### src/sv/mbl_pkg.sv
`default_nettype none

package mbl_pkg;

	localparam int CHANNELS_DEF  = 3;
	localparam int MAX_ORDER_DEF = 4;

	localparam int CH_W     = 2;
	localparam int SMP_W    = 32;
	localparam int COEF_W   = 32;
	localparam int HIST_W   = 48;
	localparam int IDX_W    = 3;
	localparam int GPROD_W  = 64;
	localparam int LPROD_W  = 49;
	localparam int WIDE_W   = 80;
	localparam int TERM_W   = 52;
	localparam int SUM_W    = 55;
	localparam int ACC_W    = 56;
	localparam int NUM_FB   = 4;
	localparam int TAP_CNT_W = 3;
	localparam int WGT_W    = 3;

	typedef enum logic [1:0] {
		ORD_BYPASS = 2'd0,
		ORD_FIRST  = 2'd1,
		ORD_SECOND = 2'd2,
		ORD_FOURTH = 2'd3
	} order_t;

	typedef enum logic [IDX_W-1:0] {
		REG_ORDER = 3'd0,
		REG_GAIN  = 3'd1,
		REG_FB0   = 3'd2,
		REG_FB1   = 3'd3,
		REG_FB2   = 3'd4,
		REG_FB3   = 3'd5
	} cfg_reg_t;

	typedef struct packed {
		order_t                           order;
		logic [COEF_W-1:0]                gain;
		logic [NUM_FB-1:0][COEF_W-1:0]    fb;
	} cfg_t;

	typedef struct packed {
		logic            act_s1;
		logic            act_s2;
		logic            act_s3;
		logic [CH_W-1:0] ch_s1;
		logic [CH_W-1:0] ch_s2;
		logic [CH_W-1:0] ch_s3;
	} busy_t;

	function automatic logic [TAP_CNT_W-1:0] tap_count(order_t o);
		logic [TAP_CNT_W-1:0] n;
		unique case (o)
			ORD_BYPASS: n = 3'd0;
			ORD_FIRST:  n = 3'd1;
			ORD_SECOND: n = 3'd2;
			ORD_FOURTH: n = 3'd4;
			default:    n = 3'd0;
		endcase
		return n;
	endfunction

	function automatic logic [WGT_W-1:0] tap_weight(order_t o, logic [1:0] k);
		logic [WGT_W-1:0] wt;
		wt = 3'd0;
		unique case (o)
			ORD_FIRST:  wt = (k == 2'd0) ? 3'd1 : 3'd0;
			ORD_SECOND: begin
				if (k == 2'd0)
					wt = 3'd2;
				else if (k == 2'd1)
					wt = 3'd1;
			end
			ORD_FOURTH: begin
				unique case (k)
					2'd0:    wt = 3'd4;
					2'd1:    wt = 3'd6;
					2'd2:    wt = 3'd4;
					2'd3:    wt = 3'd1;
					default: wt = 3'd0;
				endcase
			end
			default:    wt = 3'd0;
		endcase
		return wt;
	endfunction

endpackage

`default_nettype wire

### src/sv/mbl_out_skid.sv
`default_nettype none

module mbl_out_skid (
	input  wire logic                      clk,
	input  wire logic                      arst_n,
	input  wire logic                      push,
	input  wire logic [mbl_pkg::SMP_W-1:0] push_data,
	output logic                           room,
	output logic                           out_valid,
	input  wire logic                      out_stall,
	output logic [mbl_pkg::SMP_W-1:0]      filtered
);

	logic [1:0]                cnt_q;
	logic [mbl_pkg::SMP_W-1:0] head_q, tail_q;
	logic                      pop;

	assign out_valid = (cnt_q != 2'd0);
	assign pop       = out_valid && !out_stall;
	assign room      = (cnt_q != 2'd2) || pop;
	assign filtered  = head_q;

	always_ff @(posedge clk or negedge arst_n) begin
		if (!arst_n)
			cnt_q <= 2'd0;
		else if (push && !pop)
			cnt_q <= cnt_q + 2'd1;
		else if (pop && !push)
			cnt_q <= cnt_q - 2'd1;
	end

	always_ff @(posedge clk) begin
		unique case (cnt_q)
			2'd0: begin
				if (push)
					head_q <= push_data;
			end
			2'd1: begin
				if (push && pop)
					head_q <= push_data;
				else if (push)
					tail_q <= push_data;
			end
			2'd2: begin
				if (pop) begin
					head_q <= tail_q;
					if (push)
						tail_q <= push_data;
				end
			end
			default: begin
				head_q <= head_q;
			end
		endcase
	end

endmodule

`default_nettype wire

### config.mk
export PLATFORM = sky130hd
export DESIGN_NAME = mbl_out_skid
export DESIGN_NICKNAME = d
export VERILOG_FILES = /design/src/sv/mbl_pkg.sv /design/src/sv/mbl_out_skid.sv
export SDC_FILE = /design/constraint.sdc
export NUM_CORES = 1
export LEC_CHECK = 0
export BUFFER_PORTS_ARGS = -buffer_cell sky130_fd_sc_hd__buf_2
export CELL_PAD_IN_SITES_DETAIL_PLACEMENT = 1
export CELL_PAD_IN_SITES_GLOBAL_PLACEMENT = 2
export CORE_MARGIN = 2
export CORE_UTILIZATION = 34
export DETAILED_ROUTE_END_ITERATION = 16
export HOLD_SLACK_MARGIN = 0.15
export MAX_ROUTING_LAYER = met4
export PLACE_DENSITY = 0.77
export SLEW_MARGIN = 5
export SYNTH_ARGS = -nofsm -noshare
export SYNTH_HDL_FRONTEND = slang
export SYNTH_SLANG_ARGS = --single-unit
### constraint.sdc
create_clock -name clk -period 2.53 [get_ports clk]
set_clock_uncertainty 0.15 [all_clocks]
set_input_delay 0.3795 -clock clk [delete_from_list [all_inputs] [get_ports clk]]
set_output_delay 0.3795 -clock clk [all_outputs]
set_load 0.1 [all_outputs]
==> Implementation_results.wiki, run 1 <==
{| class="wikitable"
! Metric !! Value
|-
| Summed instance area of the synthesized netlist || 0.00268 mm^2
|-
| Initial drt markers || 25
|-
| Number of input and output port buffers inserted || 69
|-
| Final number of setup-violating endpoints || 0
|-
| Clock tree from TritonCTS || done
|-
| Io pins || 70
|-
| Total half-perimeter wirelength after legalization and detailed placement || 3210 um
|-
| Number of nets at the end of the flow || 278
|-
| Multiplexer fraction of the synthesized cell area || 17.5%
|-
| Synth cell types || 15
|-
| Crit path max-delay cell type || sky130_fd_sc_hd__dfrtp_1
|-
| Classification of the worst-slack hold path || input port to async pin
|-
| Peak fanout along the critical path || 32
|-
| Cells on worst reg2reg path || 8
|-
| Critical Path Start Type || register
|-
| Fraction of the yosys area taken by sequential cells || 73.7%
|-
| Cells resized by post-CTS repair || 0
|-
| Combinational family with the most area after synthesis || multiplexers
|-
| First-pass GRT wire length || 8110 um
|-
| Cts-stage hold buffer count || 33
|-
| Data arrival at the endpoint of the critical path || 2.19 ns
|-
| Area of combinational cells with multiple inputs || 631 um^2
|-
| Post-synthesis cell type with the largest combined area || sky130_fd_sc_hd__edfxtp_1
|-
| Final total negative setup slack || 0 ns
|-
| Number of cells after detailed placement || 294
|-
| Required time at the worst-slack endpoint || 2.41 ns
|-
| Final hold violation count || 0
|-
| Portion of synthesized cell area occupied by the leading cell type || 71.8%
|-
| Number of inserted filler cells in the final layout || 779
|-
| Row count || 32
|-
| Commonest register cell after synthesis || sky130_fd_sc_hd__edfxtp_1
|-
| Core Box Area || 0.00769 mm^2
|-
| Synth Register Bits || 66
|-
| List of most frequent post-synthesis cells || 64 x sky130_fd_sc_hd__edfxtp_1, 29 x sky130_fd_sc_hd__mux2_4, 6 x sky130_fd_sc_hd__ha_1
|-
| Final Cycle Share || 91.2%
|-
| Worst stage delay on the critical path || 0.41 ns
|-
| Root buffer selected by CTS || sky130_fd_sc_hd__clkbuf_8
|-
| Pin count of the biggest net entering global routing || 33
|-
| Syn_nets || 165
|-
| Final cell count without fillers || 343
|-
| Die Area || 0.00860 mm^2
|-
| Cell types with the largest area share after synthesis || sky130_fd_sc_hd__edfxtp_1 72%, sky130_fd_sc_hd__mux2_4 16%, sky130_fd_sc_hd__ha_1 2.8%, sky130_fd_sc_hd__buf_12 2.2%, sky130_fd_sc_hd__dfrtp_1 1.9%
|-
| Aggregate routed wire length || 5040 um
|-
| Total global routing overflow || 0
|-
| Cell chain of the critical path || inv_1 > ha_1 > or2_2 > inv_1 > ha_1 > nand2b_1 > o2111a_2 > buf_12
|-
| Skew-Pair Late Insertion Delay || 0.34 ns
|-
| Count of antenna-violating nets left after detailed routing || 0
|-
| Max_slew headroom || 67.2%
|-
| Sequential cell area || 0.00197 mm^2
|-
| Residual DRC count || 0
|-
| Global placer's final weighted congestion || 0.680
|-
| Least-Margin Pin Slew || 0.496 ns
|-
| Finished Core Util || 47.4%
|-
| RSZ-0062 raised after global routing || false
|-
| Count of synthesis-stage warnings from yosys || 0
|-
| Combined global-route utilization of all metal layers || 13.4%
|-
| Buffer levels on the longest clock path || 2
|-
| Max-slew violations || 0
|-
| Horizontal die dimension || 92.7 um
|-
| Effective utilization at floorplan || 34.8%
|-
| # diodes || 0
|-
| # clock sinks || 66
|-
| Top-count cell post-synth || sky130_fd_sc_hd__edfxtp_1
|-
| Fraction of registers with async set or reset after synthesis || 3.03%
|-
| 1st-pass router iterations || 3
|-
| Clock H-tree levels || 3
|-
| Inserted Clock Buffers || 9
|-
| Worst reg2reg setup slack || 0.22 ns
|-
| Outcome || finished, final reports clean
|-
| Layout cells sized above 1 || 51.9%
|-
| Wire length per cell || 14.7 um
|-
| Share of the synthesized area in compound gates (AO/OA/AOI/OAI) || 1.22%
|-
| Post-Synth Simple-Gate Area || 0.748%
|-
| Routed vias || 1471
|-
| Number of max-capacitance violations reported || 0
|-
| Area growth from synthesis to layout || 36.2%
|-
| Type of element capturing the critical path || register
|-
| Mapped Cells || 123
|-
| Setup fix buffers added after clock tree synthesis || 0
|-
| Crit path kind || register to register
|-
| Number of flops mapped to enable cells by yosys || 64
|-
| Chip Height || 92.7 um
|-
| Adder-cell share of the synthesized area || 2.81%
|-
| Post-Synthesis Mean Instance Area || 21.8 um^2
|-
| Peak clock frequency supported by timing || 434 MHz
|-
| Antenna violations before repair || 0
|-
| Share of the synthesized netlist area taken by xor and xnor gates || 0.655%
|-
| Clock transition time at the flip-flop clock pins of the worst setup and hold paths || 0.07 ns
|-
| Number of global-route vias before repair || 1600
|-
| Vias per cell || 4.29
|-
| Final critical-path required period || 2.31 ns
|}
==> worst max-delay path: cells and delay by family, from the launching register on <==
kind,cells,cell delay (ns)
compound gates,1,0.22
fa+ha+maj,2,0.43
simple gates,2,0.42
flops,1,0.41
buf+inv,3,0.36
==> metal layers <==
metal  global-route usage (%)  vias to the layer above  wire, um
met2                     20.9                       52      2520
met4                     7.97                        0       139
li1                         -                      701         -
met3                     3.91                       11       238
met5                        -                        -         0
met1                     15.5                      707      2150
==> cell families after synthesis <==
group | Yosys count
AO/OA/AOI/OAI | 4
XOR/XNOR | 2
adder cells (fa/ha/maj) | 6
buffers and inverters | 9
flip-flops | 66
multiplexers | 32
AND/OR/NAND/NOR | 4
==> cell usage in the layout, fill, tap and decap left out, types with 3 or more instances in the layout <==
cell type / count
sky130_fd_sc_hd__buf_2: 69
sky130_fd_sc_hd__inv_1: 4
sky130_fd_sc_hd__clkinv_2: 3
sky130_fd_sc_hd__ha_1: 5
sky130_fd_sc_hd__dlygate4sd3_1: 33
sky130_fd_sc_hd__clkinvlp_4: 3
sky130_fd_sc_hd__mux2_2: 3
sky130_fd_sc_hd__mux2_4: 29
sky130_fd_sc_hd__clkbuf_8: 9
sky130_fd_sc_hd__edfxtp_1: 64
==> final cells by class <==
type / count / share of cell area [%]
flip-flops and latches: 66 / 54.1
clock buffers: 10 / 3.50
inverters: 5 / 0.618
well taps: 102 / 3.50
clock inverters: 6 / 0.927
repair buffers: 106 / 20.0
multi-input cells: 48 / 17.3
==> flip-flops by register name, indices dropped and copies added (netlist names) <==
register,flops
tail_q,32
filtered,32
cnt_q,2
==> worst paths after layout <==
path | from | end
worst max-delay path | cnt_q[0]$_DFFE_PN0P_ | filtered[22]$_DFFE_PP_
worst min-delay path | arst_n | cnt_q[1]$_DFFE_PN0P_
worst max register to register | cnt_q[0]$_DFFE_PN0P_ | filtered[22]$_DFFE_PP_
worst min register to register | cnt_q[0]$_DFFE_PN0P_ | cnt_q[0]$_DFFE_PN0P_
max in group asynchronous | arst_n | cnt_q[0]$_DFFE_PN0P_
min in group clk | push | cnt_q[0]$_DFFE_PN0P_
==> stage by stage <==
step | instance area [um^2] | worst slack, ns | hold WS (ns)
2_1_floorplan | 2690 | -0.00178 | -0.0661
3_3_place_gp | 3150 | 0.301 | 0.0167
3_5_place_dp | 3150 | 0.212 | 0.0189
4_1_cts | 3640 | 0.190 | 0.187
5_1_grt | 3640 | 0.0386 | 0.192
6_report | 3640 | 0.224 | 0.202
Power of run 1 is left out: the tool's default activity adds up to more than one toggle a clock period on the data nets, which glitch-free logic cannot reach.
==> run 2: changes to the inputs <==
--- a/config.mk
+++ b/config.mk
@@ -13,7 +13,7 @@
 export DETAILED_ROUTE_END_ITERATION = 16
 export HOLD_SLACK_MARGIN = 0.15
 export MAX_ROUTING_LAYER = met4
-export PLACE_DENSITY = 0.77
+export PLACE_DENSITY = 0.74
 export SLEW_MARGIN = 5
 export SYNTH_ARGS = -nofsm -noshare
 export SYNTH_HDL_FRONTEND = slang
==> run 2 against run 1 <==
Net effect:
- sequential cell count unchanged
- worst hold slack improved by 0.0039 ns
- global-route usage decreased by 1.0 points
- register-to-register slack about the same
- via count decreased by 2.0%
- non-clock buffer count increased by 1
- die area unchanged
- final area increased by 1.4%
- worst setup slack improved by 0.013 ns
- sequential share of layout area decreased by 0.73 points
- final cell count increased by 0.29%
- routed wire length decreased by 1.6%
- critical path type unchanged
- largest cell class unchanged
==> Implementation_results.wiki, run 2 (same netlist as run 1, synthesis figures left out) <==
{| class="wikitable"
! Metric !! Value
|-
| Leading cell type in the layout, fill and taps excluded || sky130_fd_sc_hd__buf_2 (unchanged)
|-
| Vias per cell || 4.19 (was 4.29)
|-
| Least-Margin Pin Slew || 0.507 ns (was 0.496 ns)
|-
| Required time at the worst-slack endpoint || 2.41 ns (about the same)
|-
| Io pins || 70 (unchanged)
|-
| Type of element capturing the critical path || register (unchanged)
|-
| Die Area || 0.00860 mm^2 (unchanged)
|-
| Peak clock frequency supported by timing || 436 MHz (was 434 MHz)
|-
| Max_slew headroom || 66.4% (was 67.2%)
|-
| Skew-Pair Late Insertion Delay || 0.33 ns (was 0.34 ns)
|-
| Total half-perimeter wirelength after legalization and detailed placement || 3230 um (was 3210 um)
|-
| Residual DRC count || 0 (unchanged)
|-
| Crit path kind || register to register (unchanged)
|-
| Combined global-route utilization of all metal layers || 12.4% (was 13.4%)
|-
| Total global routing overflow || 0 (unchanged)
|-
| Buffer levels on the longest clock path || 2 (unchanged)
|-
| Max-slew violations || 0 (unchanged)
|-
| First-pass GRT wire length || 7680 um (was 8110 um)
|-
| Data arrival at the endpoint of the critical path || 2.17 ns (was 2.19 ns)
|-
| Final number of setup-violating endpoints || 0 (unchanged)
|-
| Final critical-path required period || 2.29 ns (was 2.31 ns)
|-
| Outcome || finished, final reports clean (unchanged)
|-
| Chip Height || 92.7 um (unchanged)
|-
| Row count || 32 (unchanged)
|-
| Setup Slack @ Placement || 0.243 ns (was 0.212 ns)
|-
| Global placer's final weighted congestion || 0.645 (was 0.680)
|-
| Final hold violation count || 0 (unchanged)
|-
| Wire length per cell || 14.4 um (was 14.7 um)
|-
| Cts-stage hold buffer count || 33 (unchanged)
|-
| Post-route worst setup slack || 0.236 ns (was 0.224 ns)
|-
| Peak fanout along the critical path || 32 (unchanged)
|-
| Initial drt markers || 38 (was 25)
|-
| 1st-pass router iterations || 4 (was 3)
|-
| Core Box Area || 0.00769 mm^2 (unchanged)
|-
| Aggregate routed wire length || 4960 um (was 5040 um)
|-
| Number of global-route vias before repair || 1528 (was 1600)
|-
| Number of input and output port buffers inserted || 69 (unchanged)
|-
| Final Cycle Share || 90.7% (was 91.2%)
|-
| Number of inserted filler cells in the final layout || 766 (was 779)
|-
| Routed vias || 1441 (was 1471)
|-
| Classification of the worst-slack hold path || input port to async pin (unchanged)
|-
| Number of max-capacitance violations reported || 0 (unchanged)
|-
| Critical Path Start Type || register (unchanged)
|-
| Antenna violations before repair || 0 (unchanged)
|-
| Pin count of the biggest net entering global routing || 33 (unchanged)
|-
| Setup fix buffers added after clock tree synthesis || 0 (unchanged)
|-
| Cells resized by post-CTS repair || 0 (unchanged)
|-
| Root buffer selected by CTS || sky130_fd_sc_hd__clkbuf_8 (unchanged)
|-
| Count of antenna-violating nets left after detailed routing || 0 (unchanged)
|-
| Effective utilization at floorplan || 34.8% (unchanged)
|-
| Area growth from synthesis to layout || 38.1% (was 36.2%)
|-
| RSZ-0062 raised after global routing || false (unchanged)
|-
| Clock tree from TritonCTS || done (unchanged)
|-
| # clock sinks || 66 (unchanged)
|-
| Most frequent cells in the layout || 69 x sky130_fd_sc_hd__buf_2, 64 x sky130_fd_sc_hd__edfxtp_1, 33 x sky130_fd_sc_hd__dlygate4sd3_1, 29 x sky130_fd_sc_hd__mux2_4, 9 x sky130_fd_sc_hd__clkbuf_8 (unchanged)
|-
| Number of cells after detailed placement || 295 (was 294)
|-
| Clock H-tree levels || 3 (unchanged)
|-
| Clock transition time at the flip-flop clock pins of the worst setup and hold paths || 0.07 ns (about the same)
|-
| Placed Area || 0.00315 mm^2 (about the same)
|-
| Final cell count without fillers || 344 (was 343)
|-
| Cell area after layout || 0.00369 mm^2 (was 0.00364 mm^2)
|-
| Inserted Clock Buffers || 9 (unchanged)
|-
| # diodes || 0 (unchanged)
|-
| Number of nets at the end of the flow || 279 (was 278)
|-
| Horizontal die dimension || 92.7 um (unchanged)
|-
| Layout cells sized above 1 || 52.5% (was 51.9%)
|}
==> run 2: path summary, 6_finish.rpt <==
path	start	endpoint	slack [ns]	cells after the start
worst max register to register	cnt_q[0]$_DFFE_PN0P_	filtered[29]$_DFFE_PP_	0.24	8
worst min register to register	cnt_q[0]$_DFFE_PN0P_	cnt_q[0]$_DFFE_PN0P_	0.39	1
worst max-delay path	cnt_q[0]$_DFFE_PN0P_	filtered[29]$_DFFE_PP_	0.24	8
worst min-delay path	arst_n	cnt_q[0]$_DFFE_PN0P_	0.21	2
min in group clk	push	cnt_q[0]$_DFFE_PN0P_	0.32	3
max in group asynchronous	arst_n	cnt_q[1]$_DFFE_PN0P_	1.93	2
==> run 2: worst max-delay path, cell delays in order (launching register included) <==
cell and delay, ns:
sky130_fd_sc_hd__dfrtp_1 0.41, sky130_fd_sc_hd__inv_1 0.09, sky130_fd_sc_hd__ha_1 0.28, sky130_fd_sc_hd__or2_2 0.31, sky130_fd_sc_hd__inv_1 0.06, sky130_fd_sc_hd__ha_1 0.14, sky130_fd_sc_hd__nand2b_1 0.10, sky130_fd_sc_hd__o2111a_2 0.22
sky130_fd_sc_hd__buf_12 0.20
==> run 2: stage by stage <==
step                      setup TNS (ns)  util (%)  hold WS, ns
after floorplan                  -0.0570         -      -0.0661
after global placement                 0      41.0       0.0190
after detailed placement               0      41.0       0.0211
after CTS                              0      48.1        0.191
after global routing                   0      48.1        0.195
final                                  0      48.1        0.206
==> run 2: routing by layer <==
metal	track usage [%]	routed length, um	vias to the layer above
met2	20.0	2390	54
met3	3.74	307	5
met1	14.7	2220	683
met5	-	0	-
li1	-	-	699
met4	4.90	40	0
==> run 2: area by class of cell <==
cell class	instances	area, um^2	share of cell area (%)
flip-flops and latches	66	1970	53.4
repair buffers	107	726	19.6
multi-input cells	48	631	17.1
well taps	102	128	3.45
clock buffers	9	124	3.35
clock inverters	7	92.6	2.51
inverters	5	22.5	0.610
Power of run 2 is left out for the same reason.
