### src/sv/mbl_pkg.sv
`default_nettype none

package mbl_pkg;

	localparam int CHANNELS_DEF  = 3;
	localparam int MAX_ORDER_DEF = 4;

	localparam int CH_W     = 2;
	localparam int SMP_W    = 32;
	localparam int COEF_W   = 32;
	localparam int HIST_W   = 48;
	localparam int IDX_W    = 3;
	localparam int GPROD_W  = 64;
	localparam int LPROD_W  = 49;
	localparam int WIDE_W   = 80;
	localparam int TERM_W   = 52;
	localparam int SUM_W    = 55;
	localparam int ACC_W    = 56;
	localparam int NUM_FB   = 4;
	localparam int TAP_CNT_W = 3;
	localparam int WGT_W    = 3;

	typedef enum logic [1:0] {
		ORD_BYPASS = 2'd0,
		ORD_FIRST  = 2'd1,
		ORD_SECOND = 2'd2,
		ORD_FOURTH = 2'd3
	} order_t;

	typedef enum logic [IDX_W-1:0] {
		REG_ORDER = 3'd0,
		REG_GAIN  = 3'd1,
		REG_FB0   = 3'd2,
		REG_FB1   = 3'd3,
		REG_FB2   = 3'd4,
		REG_FB3   = 3'd5
	} cfg_reg_t;

	typedef struct packed {
		order_t                           order;
		logic [COEF_W-1:0]                gain;
		logic [NUM_FB-1:0][COEF_W-1:0]    fb;
	} cfg_t;

	typedef struct packed {
		logic            act_s1;
		logic            act_s2;
		logic            act_s3;
		logic [CH_W-1:0] ch_s1;
		logic [CH_W-1:0] ch_s2;
		logic [CH_W-1:0] ch_s3;
	} busy_t;

	function automatic logic [TAP_CNT_W-1:0] tap_count(order_t o);
		logic [TAP_CNT_W-1:0] n;
		unique case (o)
			ORD_BYPASS: n = 3'd0;
			ORD_FIRST:  n = 3'd1;
			ORD_SECOND: n = 3'd2;
			ORD_FOURTH: n = 3'd4;
			default:    n = 3'd0;
		endcase
		return n;
	endfunction

	function automatic logic [WGT_W-1:0] tap_weight(order_t o, logic [1:0] k);
		logic [WGT_W-1:0] wt;
		wt = 3'd0;
		unique case (o)
			ORD_FIRST:  wt = (k == 2'd0) ? 3'd1 : 3'd0;
			ORD_SECOND: begin
				if (k == 2'd0)
					wt = 3'd2;
				else if (k == 2'd1)
					wt = 3'd1;
			end
			ORD_FOURTH: begin
				unique case (k)
					2'd0:    wt = 3'd4;
					2'd1:    wt = 3'd6;
					2'd2:    wt = 3'd4;
					2'd3:    wt = 3'd1;
					default: wt = 3'd0;
				endcase
			end
			default:    wt = 3'd0;
		endcase
		return wt;
	endfunction

endpackage

`default_nettype wire

### src/sv/mbl_cfg_regs.sv
`default_nettype none

module mbl_cfg_regs (
	input  wire logic                       clk,
	input  wire logic                       arst_n,
	input  wire logic                       cfg_wen,
	input  wire logic [mbl_pkg::IDX_W-1:0]  cfg_idx,
	input  wire logic [mbl_pkg::COEF_W-1:0] cfg_wdata,
	output mbl_pkg::cfg_t                   cfg
);

	mbl_pkg::cfg_t cfg_q;

	always_ff @(posedge clk or negedge arst_n) begin
		if (!arst_n) begin
			cfg_q <= '0;
		end else if (cfg_wen) begin
			unique case (mbl_pkg::cfg_reg_t'(cfg_idx))
				mbl_pkg::REG_ORDER: cfg_q.order <= mbl_pkg::order_t'(cfg_wdata[1:0]);
				mbl_pkg::REG_GAIN:  cfg_q.gain  <= cfg_wdata;
				mbl_pkg::REG_FB0:   cfg_q.fb[0] <= cfg_wdata;
				mbl_pkg::REG_FB1:   cfg_q.fb[1] <= cfg_wdata;
				mbl_pkg::REG_FB2:   cfg_q.fb[2] <= cfg_wdata;
				mbl_pkg::REG_FB3:   cfg_q.fb[3] <= cfg_wdata;
				default:            cfg_q <= cfg_q;
			endcase
		end
	end

	assign cfg = cfg_q;

endmodule

`default_nettype wire

### config.mk
export PLATFORM = sky130hd
export DESIGN_NAME = mbl_cfg_regs
export DESIGN_NICKNAME = d
export VERILOG_FILES = /design/src/sv/mbl_pkg.sv /design/src/sv/mbl_cfg_regs.sv
export SDC_FILE = /design/constraint.sdc
export NUM_CORES = 1
export LEC_CHECK = 0
export BUFFER_PORTS_ARGS = -buffer_cell sky130_fd_sc_hd__buf_2
export CORE_ASPECT_RATIO = 0.8
export CORE_MARGIN = 2
export CORE_UTILIZATION = 54
export DETAILED_ROUTE_END_ITERATION = 6
export MAX_ROUTING_LAYER = met4
export PLACE_DENSITY = 0.89
export SLEW_MARGIN = 10
export SYNTH_ARGS = -nofsm -noshare
export SYNTH_HDL_FRONTEND = slang
export SYNTH_SLANG_ARGS = --single-unit
### constraint.sdc
create_clock -name clk -period 1.9 [get_ports clk]
set_input_delay 0.095 -clock clk [delete_from_list [all_inputs] [get_ports clk]]
set_output_delay 0.095 -clock clk [all_outputs]
set_load 0.02 [all_outputs]
==> implementation parameters, run 1 <==
Parameter                              Value

Flow run
  Total of max-cap violations    0

Synthesis
  Synthesized Nets    about 390
  Count of state elements after synthesis    approximately 160
  Post-synthesis sequential area ratio    0.6661
  Number of unique standard cell types used by synthesis    9
  Warnings from Yosys    0
  Number of standard cells after synthesis    348
  Average instance area after synthesis    around 17 um2
  Post-synth design cell area    ~6100 um2

Clock tree
  CTS tree    yes
  Clock insertion delay at the later pin of the skew report    roughly 0.4 ns
  Post-CTS clock slew at the launch and capture registers of the worst setup and hold paths    0.06 ns
  Sink count of the clock tree    roughly 160
  Maximum buffer depth of the clock tree    2
  Post-CTS Resized    0
  Post-CTS Repair Setup Buffers    0
  Clock Root Buffer    clkbuf_16
  Number of buffers created by CTS    17
  Level count of the clock H-tree    4

Setup path
  Slowest cell on the critical path    nor4b_1
  Crit path largest cell delay    about 0.65 ns
  List of cells traversed by the critical path    buf_2, nor4b_1, buf_4, mux2_2
  Worst setup path category    in2reg
  Count of buffer and inverter cells on the critical path    2
  CP required    roughly 2.2 ns
  Crit-path leading delay family    simple AND/OR/NAND/NOR gates
  Data arrival, critical path    about 1.5 ns
  Element type at the critical path start    input pin
  Setup crit end kind    register
  Crit Path Max Fanout    6

Die
  Core region area    between 10000 and 15000 um2
  Chip width    122.7 um
  Die area    ~12000 um2
  Starting utilization of the core area    0.5566
  Placement row count    34
  Num ports    200
  Die H    ~99 um

Detailed routing
  Total via count in the routed design    approximately 3900
  Number of optimization iterations in the first detailed-route pass    4
  WL final    14.78 mm
  Post-DR wirelength/cell    roughly 20 um
  Number of remaining DRC errors    0
  Detail-routed via count per cell    5.250
  Count of antenna-violating nets left after detailed routing    0
  Violation count after the first detailed-routing iteration    190

STA
  Tightest Pin Transition    a little under 0.7 ns
  Hold Slack    0.2028 ns
  Number of hold-slack violations in the final timing report    0
  Total Negative Setup Slacks    0 ns
  Max-slew headroom    0.5313
  Setup clock skew after layout    0 ns
  Setup violation total in the final timing report    0
  Count of pins over their slew limit    0
  Final worst path period need    1.162 ns
  Maximum achievable frequency    860.4 MHz
  Setup repair after global routing missed its margin    false
  Period Utilization, post-route    0.6117

Finish
  Core utilization of the finished layout    0.7507
  Post-layout net count    630
  Max reg flops    162
  Final Instance Count excl. Fillers    around 750
  Antenna Cells    0
  Ratio of cells with drive above 1 in the final layout    0.5904
  Synthesis-to-layout area growth    34.87%

Power
  Reported leakage power    just under 4 nW
  Maximum ir drop on the vdd rail    approximately 0.77 mV
  Total power density per cell area    roughly 1300 nW/um2

GRT
  Total congestion overflow    0
  Total GRT Usage    0.2590
  Wire length of the first global-routing pass    22.86 mm
  Pin count of the biggest net entering global routing    53
  Vias in the first global route    4225
  Initial antenna violation count    0

Place
  Placed wire-length estimate    about 9.5 mm
  Placer congestion estimate    about 0.8
  PortBufs    ~200
  Dpl cells    about 680

Hold path
  Path category of the worst min-delay check    in2async

Status
  Run status    complete, no violations
==> report_power, final <==
group          switching [mW]  internal [mW]  total [mW]
Combinational            1.71           1.13        2.84
Clock                    1.31           2.09        3.40
Sequential              0.407           4.21        4.62
Total                    3.42           7.43        10.9
==> per-stage QoR <==
| step | worst slack (ns) | total power [mW] | cell area, um2 |
|---|---|---|---|
| 2_1_floorplan | 0.7986 | 6.247 | 6086 |
| 3_3_place_gp | 0.3373 | 7.306 | 7295 |
| 3_5_place_dp | 0.3510 | 7.452 | 7295 |
| 4_1_cts | 0.7669 | 10.93 | 8208 |
| 5_1_grt | 0.7171 | 11.31 | 8208 |
| 6_report | 0.7377 | 10.85 | 8208 |
==> what timing repair did <==
| item | 4_1_cts | 5_1_grt |
|---|---|---|
| hold buffers | 33 | 0 |
| setup endpoints to repair | 0 | 0 |
| endpoints found under the hold margin | 190 | 0 |
==> per-layer routing <==
metal	track usage	wire [um]	up-vias
met1	0.3106	6144	2041
met4	0.08223	223	0
met2	0.4343	7671	135
li1	-	-	1727
met5	-	0	-
met3	0.06076	737	19
==> cells in the final DEF (no fill, tap or decap) <==
master         instances
buf_4                  5
buf_12                 6
mux2_2               116
inv_6                  1
nor4bb_4               1
nand4b_1               2
nor4b_1                1
buf_2                198
clkinv_2               2
clkbuf_1               3
clkbuf_16             17
buf_6                  1
mux2_1                46
dfrtp_1              162
clkinvlp_4             2
clkinv_4               1
bufinv_16              3
dlygate4sd3_1         33
clkbuf_8               1
and4bb_2               2
==> layout make-up <==
cell class	instances	area, um2
Sequential cell	162	4054
Clock inverter	9	132.6
Fill cell	672	2725
Clock buffer	21	450.4
Tap cell	144	180.2
Multi-Input combinational cell	168	1901
Timing Repair Buffer	243	1490
==> synthesized netlist by cell type <==
cell      count  area share
nor4bb_1      1      0.0016
buf_6         9       0.017
mux2_2      116        0.21
nor4b_1       1      0.0014
and4bb_1      2      0.0041
mux2_1       46       0.085
buf_2         9      0.0074
nand4b_1      2      0.0029
dfrtp_1     162        0.67
==> cells by family after synthesis <==
family / after synthesis / synth area share
simple gates: 6 / 0.01007
flops: 162 / 0.6661
buf+inv: 18 / 0.02405
mux: 162 / 0.2998
==> worst paths after layout <==
path	from	to	slack, ns	cells after the start
min reg2reg	cfg[82]	cfg[82]	0.48	1
min	arst_n	cfg[53]	0.20	2
min in group clk	cfg_idx[2]	cfg[160]	0.32	4
max	cfg_idx[1]	cfg[161]	0.74	4
max in group asynchronous	arst_n	cfg[67]	1.05	3
max reg2reg	cfg[16]	cfg[16]	1.07	1
Note: power is estimated with default switching activity, not from simulation.
==> inputs of run 2 (changes only) <==
Settings changed: ABC_AREA set to 1, CORE_UTILIZATION 54 to 51, PLACE_DENSITY 0.89 to 0.85.
Clock period 1.9 ns to 1.2 ns, I/O delays scaled along.
==> run 2 against run 1 <==
  * Sequential power is 53% higher
  * Highest routed layer unchanged
  * Clock skew stayed put
  * Register-to-register slack worse by 0.52 ns
  * Via count is 52% higher
  * Critical endpoint is now cfg[23]
  * Combinational power is 43% higher
==> implementation parameters, run 2 <==
Parameter                              Value

Synthesis
  Number of unique standard cell types used by synthesis    11
  Most common library cells after synthesis    398 x nand2_1, 162 x dfrtp_1, 98 x nand3_1
  Top_reg_cell synth    dfrtp_1
  Ranking of synthesized cells by area    dfrtp_1 65%, nand2_1 24%, nand3_1 7.8%
  Synth top area share    0.6452
  Top-count cell post-synth    nand2_1
  Average instance area after synthesis    slightly below 9 um2
  Post-synth design cell area    approximately 6300 um2
  Post-synthesis sequential area ratio    0.6452
  Synthesized Nets    approximately 750
  Count of state elements after synthesis    162
  Async S/R FF share, synth    1.000
  Top cell type by total area after synthesis    dfrtp_1
  Number of standard cells after synthesis    roughly 700
  Post-synth EDFFs    0
  Warnings from Yosys    0

Power
  Power dissipated by switching net loads    slightly below 6 mW
  Internal power component    roughly 11 mW
  Switching part of the total power    0.3546
  Maximum ir drop on the vdd rail    around 1.2 mV
  Reported leakage power    about 4.9 nW
  Pwr Total    ~16 mW
  Proportion of power drawn by combinational gates    0.249
  Proportion of power drawn by flip-flops and latches    0.433
  Clock network fraction of design power    0.318
  Total power density per cell area    about 1900 nW/um2

Finish
  Leading cell type in the layout, fill and taps excluded    nand2_1
  Max reg flops    about 160
  Synthesis-to-layout area growth    35.98%
  Commonest cells after routing, fill and taps aside    398 x nand2_1, 198 x buf_2, 162 x dfrtp_1, 98 x nand3_1, 34 x dlygate4sd3_1
  Ratio of cells with drive above 1 in the final layout    0.2790
  Post-layout net count    about 1000
  Core utilization of the finished layout    0.7052

STA
  Count of pins over their slew limit    0
  Tightest Pin Transition    between 0.3 and 0.4 ns
  Final Worst Setup Slack    between 0.08 and 0.09 ns
  Number of hold-slack violations in the final timing report    0
  Period Utilization, post-route    0.9260
  Setup repair after global routing missed its margin    false
  Max-slew headroom    0.7604
  Setup violation total in the final timing report    0
  Total Negative Setup Slacks    0 ns
  Final worst path period need    ~1.1 ns
  Setup clock skew after layout    0 ns
  Maximum achievable frequency    about 900 MHz

GRT
  Fraction of met3 tracks used by global routing    0.07459
  Wire length of the first global-routing pass    around 30 mm
  Grt peak-use layer    met2
  Pin count of the biggest net entering global routing    39
  Total congestion overflow    0
  Initial antenna violation count    1
  Total GRT Usage    0.3094
  Met1 track utilization from global routing    0.4025
  GRT met2 Usage    0.4763
  Vias in the first global route    ~6000

Detailed routing
  Number of remaining DRC errors    0
  Number of optimization iterations in the first detailed-route pass    7
  Post-DR wirelength/cell    roughly 17 um
  Violation count after the first detailed-routing iteration    around 540
  Count of antenna-violating nets left after detailed routing    0
  Total via count in the routed design    5950
  WL final    approximately 19 mm
  Detail-routed via count per cell    ~5.3

Clock tree
  Number of buffers created by CTS    17
  Maximum buffer depth of the clock tree    2
  Sink count of the clock tree    between 150 and 200
  CTS tree    yes
  Post-CTS clock slew at the launch and capture registers of the worst setup and hold paths    about 0.07 ns
  Clock insertion delay at the later pin of the skew report    0.42 ns
  Clock Root Buffer    clkbuf_16
  Level count of the clock H-tree    4

Status
  Run status    complete, no violations

Die
  Die H    a little over 100 um
  Num ports    200
  Chip width    about 130 um
  Core region area    12120 um2
  Placement row count    36
  Starting utilization of the core area    0.5186
  Die area    around 13000 um2

Place
  Placer congestion estimate    ~0.8
  PortBufs    a little under 200
  Placed wire-length estimate    12.32 mm
  Worst setup timing slack at the placement stage    0.1558 ns

Setup path
  List of cells traversed by the critical path    dlygate4sd3_1, buf_2, nor2_4, buf_4, nand3_1, nand2_1
  Slowest cell on the critical path    dlygate4sd3_1
  Worst setup path category    in2reg
  Crit path largest cell delay    0.54 ns
  Element type at the critical path start    input pin
  Crit Path Max Fanout    26
  Setup crit end kind    register
  CP required    approximately 1.6 ns
  Data arrival, critical path    1.47 ns

Flow run
  Total of max-cap violations    0

Hold path
  Path category of the worst min-delay check    in2reg
## run 2: cell types whose count changed after synthesis, moves of 4 or more
cell      delta
nand3_1     +98
buf_2       +15
mux2_2     -116
buf_6        -9
buf_1        +4
clkbuf_1    +12
nand2_1    +398
mux2_1      -46
## run 2: routing by layer
metal	up-vias	share of wire
li1	2696	-
met1	2867	0.41
met2	338	0.47
met3	49	0.087
met4	0	0.029
met5	-	0
## run 2: layout make-up
cell class | count | area, um2
tap | 152 | 190.2
clock inverter | 15 | 143.9
sequential | 162 | 4054
fill | 885 | 3572
multi-input combinational | 502 | 2037
antenna | 2 | 5.005
inverter | 6 | 22.52
clock buffer | 17 | 425.4
timing repair buffer | 262 | 1667
## run 2: stage by stage
stage / instances / area (um2) / hold WS (ns)
after detailed placement: 1049 / 7604 / -0.02138
after CTS: 1115 / 8513 / 0.06010
after floorplan: 710 / 6284 / -0.2356
after global routing: 1117 / 8542 / 0.1016
after global placement: 1049 / 7604 / -0.02057
final: 1118 / 8544 / 0.07264
## run 2: critical path: cells and delay by family
kind          cells  cell delay, ns
simple gates      3            0.39
buf+inv           3            1.01
## run 2: cells by family after synthesis
kind of cell / Yosys count / share of synthesized area
AND/OR/NAND/NOR: 502 / 0.3226
flip-flops: 162 / 0.6452
buffers and inverters: 46 / 0.03226
## run 2: path summary, 6_finish.rpt
| path | start | end | slack (ns) | depth (start not counted) |
|---|---|---|---|---|
| setup / recovery | cfg_idx[2] | cfg[23] | 0.09 | 6 |
| hold / removal | cfg_wen | cfg[153] | 0.07 | 5 |
| setup reg to reg | cfg[127] | cfg[127] | 0.55 | 2 |
| hold reg to reg | cfg[153] | cfg[153] | 0.46 | 2 |
| max in group asynchronous | arst_n | cfg[102] | 0.50 | 3 |
| min in group asynchronous | arst_n | cfg[132] | 0.11 | 2 |
## run 2: what timing repair did
action / in CTS / in global routing
endpoints found under the setup margin: 0 / 63
resized for setup: 0 / 5
buffers inserted: 0 / 1
endpoints found under the hold margin: 324 / 0
hold buffers: 34 / 0
## run 2: power by group through the flow
stage	registers (mW)	logic, mW	clock network (mW)
finish	7.08	4.07	5.20
global route	7.18	4.44	5.52
CTS	7.06	4.08	5.24
detailed placement	7.11	3.98	0
global placement	7.11	3.86	0
floorplan	8.39	0.937	0
==> inputs of run 3 (changes only) <==
Settings changed: CORE_UTILIZATION 51 to 35, PLACE_DENSITY 0.85 to 0.63.
==> run 3 against run 2 <==
  * Die area increased by 44%
  * Register-to-register slack about the same
  * Clock power increased by 13%
  * Final area increased by 1.7%
  * Worst setup slack improved by 0.047 ns
  * Largest cell class unchanged
  * Sequential power about the same
  * Flip-flop and latch count unchanged
  * Wire length increased by 6.2%
==> implementation parameters, run 3 (same netlist as run 2, synthesis figures left out) <==
Parameter                              Value

Finish
  Commonest cells after routing, fill and taps aside    398 x nand2_1, 198 x buf_2, 162 x dfrtp_1, 98 x nand3_1, 33 x dlygate4sd3_1
  Post-layout net count    approximately 990
  Leading cell type in the layout, fill and taps excluded    nand2_1
  Ratio of cells with drive above 1 in the final layout    0.2790
  Synthesis-to-layout area growth    38.29%
  Max reg flops    ~160
  Post-route design area    approximately 8700 um2
  Register area    approximately 4100 um2
  Final Instance Count excl. Fillers    ~1200
  Antenna Cells    0
  Layout fillers    approximately 1700
  Combined area of the multi-input logic cells    between 2000 and 2500 um2

STA
  Period Utilization, post-route    0.8865
  Maximum achievable frequency    about 940 MHz
  Number of hold-slack violations in the final timing report    0
  Setup clock skew after layout    0 ns
  Count of pins over their slew limit    0
  Total Negative Setup Slacks    0 ns
  Setup repair after global routing missed its margin    false
  Final Worst Setup Slack    between 0.1 and 0.15 ns
  Tightest Pin Transition    roughly 0.31 ns
  Setup violation total in the final timing report    0
  Max-slew headroom    0.7966
  Final worst path period need    about 1.1 ns

Clock tree
  CTS tree    yes
  Post-CTS clock slew at the launch and capture registers of the worst setup and hold paths    0.06 ns
  Maximum buffer depth of the clock tree    2
  Clock Root Buffer    clkbuf_16
  Sink count of the clock tree    about 160
  Post-CTS Repair Setup Buffers    0
  Level count of the clock H-tree    4
  Number of buffers created by CTS    17
  Clock insertion delay at the later pin of the skew report    approximately 0.42 ns

Setup path
  R2R setup slack    0.56 ns
  Count of buffer and inverter cells on the critical path    1
  Setup crit end kind    output port
  Crit Path Max Fanout    2
  Critical Path Source    cfg[129]
  List of cells traversed by the critical path    buf_2
  Crit-path leading delay family    flip-flops
  Worst setup path category    reg2out
  Element type at the critical path start    register
  Crit path largest cell delay    a little over 0.4 ns
  Startpoint of the worst register-to-register path    cfg[129]
  Worst r2r path cells    2
  CP required    1.14 ns
  Data arrival, critical path    1.00 ns
  Slowest cell on the critical path    dfrtp_1
  R2R Path End    cfg[129]

GRT
  Wire length of the first global-routing pass    just over 30 mm
  Pin count of the biggest net entering global routing    46
  Fraction of met3 tracks used by global routing    0.05880
  Total congestion overflow    0
  Initial antenna violation count    0
  Met1 track utilization from global routing    0.3014
  Grt peak-use layer    met2
  GRT met2 Usage    0.3361
  Vias in the first global route    about 5400
  Total GRT Usage    0.2241

Place
  Area post-placement    7720 um2
  Placed wire-length estimate    around 14 mm
  Placer congestion estimate    0.8527
  PortBufs    ~200
  Worst setup timing slack at the placement stage    roughly 0.14 ns
  Dpl cells    around 1100

Status
  Run status    complete, no violations

Power
  Maximum ir drop on the vdd rail    ~0.74 mV
  Reported leakage power    between 4 and 5 nW
  Total power density per cell area    around 2000 nW/um2
  Pwr Total    about 17 mW

Detailed routing
  Number of remaining DRC errors    0
  Post-DR wirelength/cell    16.93 um
  Total via count in the routed design    roughly 5700
  WL final    ~20 mm
  Violation count after the first detailed-routing iteration    between 400 and 500
  Detail-routed via count per cell    roughly 4.8
  Number of optimization iterations in the first detailed-route pass    5
  Count of antenna-violating nets left after detailed routing    0

Die
  Num ports    200
  Core region area    ~17000 um2
  Placement row count    43
  Die H    between 100 and 150 um
  Starting utilization of the core area    0.3594
  Die area    approximately 19000 um2
  Chip width    between 150 and 200 um

Flow run
  Total of max-cap violations    0

Hold path
  Path category of the worst min-delay check    in2async
-- run 3: routing by layer --
metal,wire (um),up-vias
met5,0,-
met4,325,0
li1,-,2695
met3,1391,25
met1,9199,2730
met2,9209,205
-- run 3: layout make-up --
| cell class | count | share of cell area |
|---|---|---|
| Timing Repair Buffer | 262 | 0.1893 |
| Sequential cell | 162 | 0.4665 |
| Tap cell | 225 | 0.03240 |
| Clock inverter | 13 | 0.02261 |
| Inverter | 6 | 0.002592 |
| Clock buffer | 19 | 0.05097 |
| Multi-Input combinational cell | 502 | 0.2356 |
-- run 3: how the worst max path moves through the flow --
| stage | end | slack (ns) | depth (start not counted) |
|---|---|---|---|
| after floorplan | cfg[65] | 0.40 | 5 |
| after global placement | cfg[159] | 0.18 | 6 |
| after detailed placement | cfg[59] | 0.14 | 7 |
| after CTS | cfg[20] | 0.13 | 1 |
| after global routing | cfg[50] | 0.11 | 1 |
| final | cfg[129] | 0.14 | 1 |
-- run 3: stage by stage --
step	hold slack, ns	utilization
after global placement	-0.03759	0.4415
after global routing	0.09850	0.4970
final	0.09153	0.4970
after detailed placement	-0.03698	0.4415
after floorplan	-0.2356	-
after CTS	0.1022	0.4970
-- run 3: power breakdown --
group	leakage (nW)	switching [mW]	total [mW]	internal (mW)
Sequential	2.04	0.595	7.08	6.49
Clock	0.299	2.32	5.90	3.58
Combinational	2.61	2.72	4.04	1.31
Total	4.94	5.64	17.0	11.4
-- run 3: repair_timing --
| item | in CTS | in global routing |
|---|---|---|
| hold endpoints to repair | 324 | 0 |
| hold buffers | 33 | 0 |
| gates resized for setup | 0 | 0 |
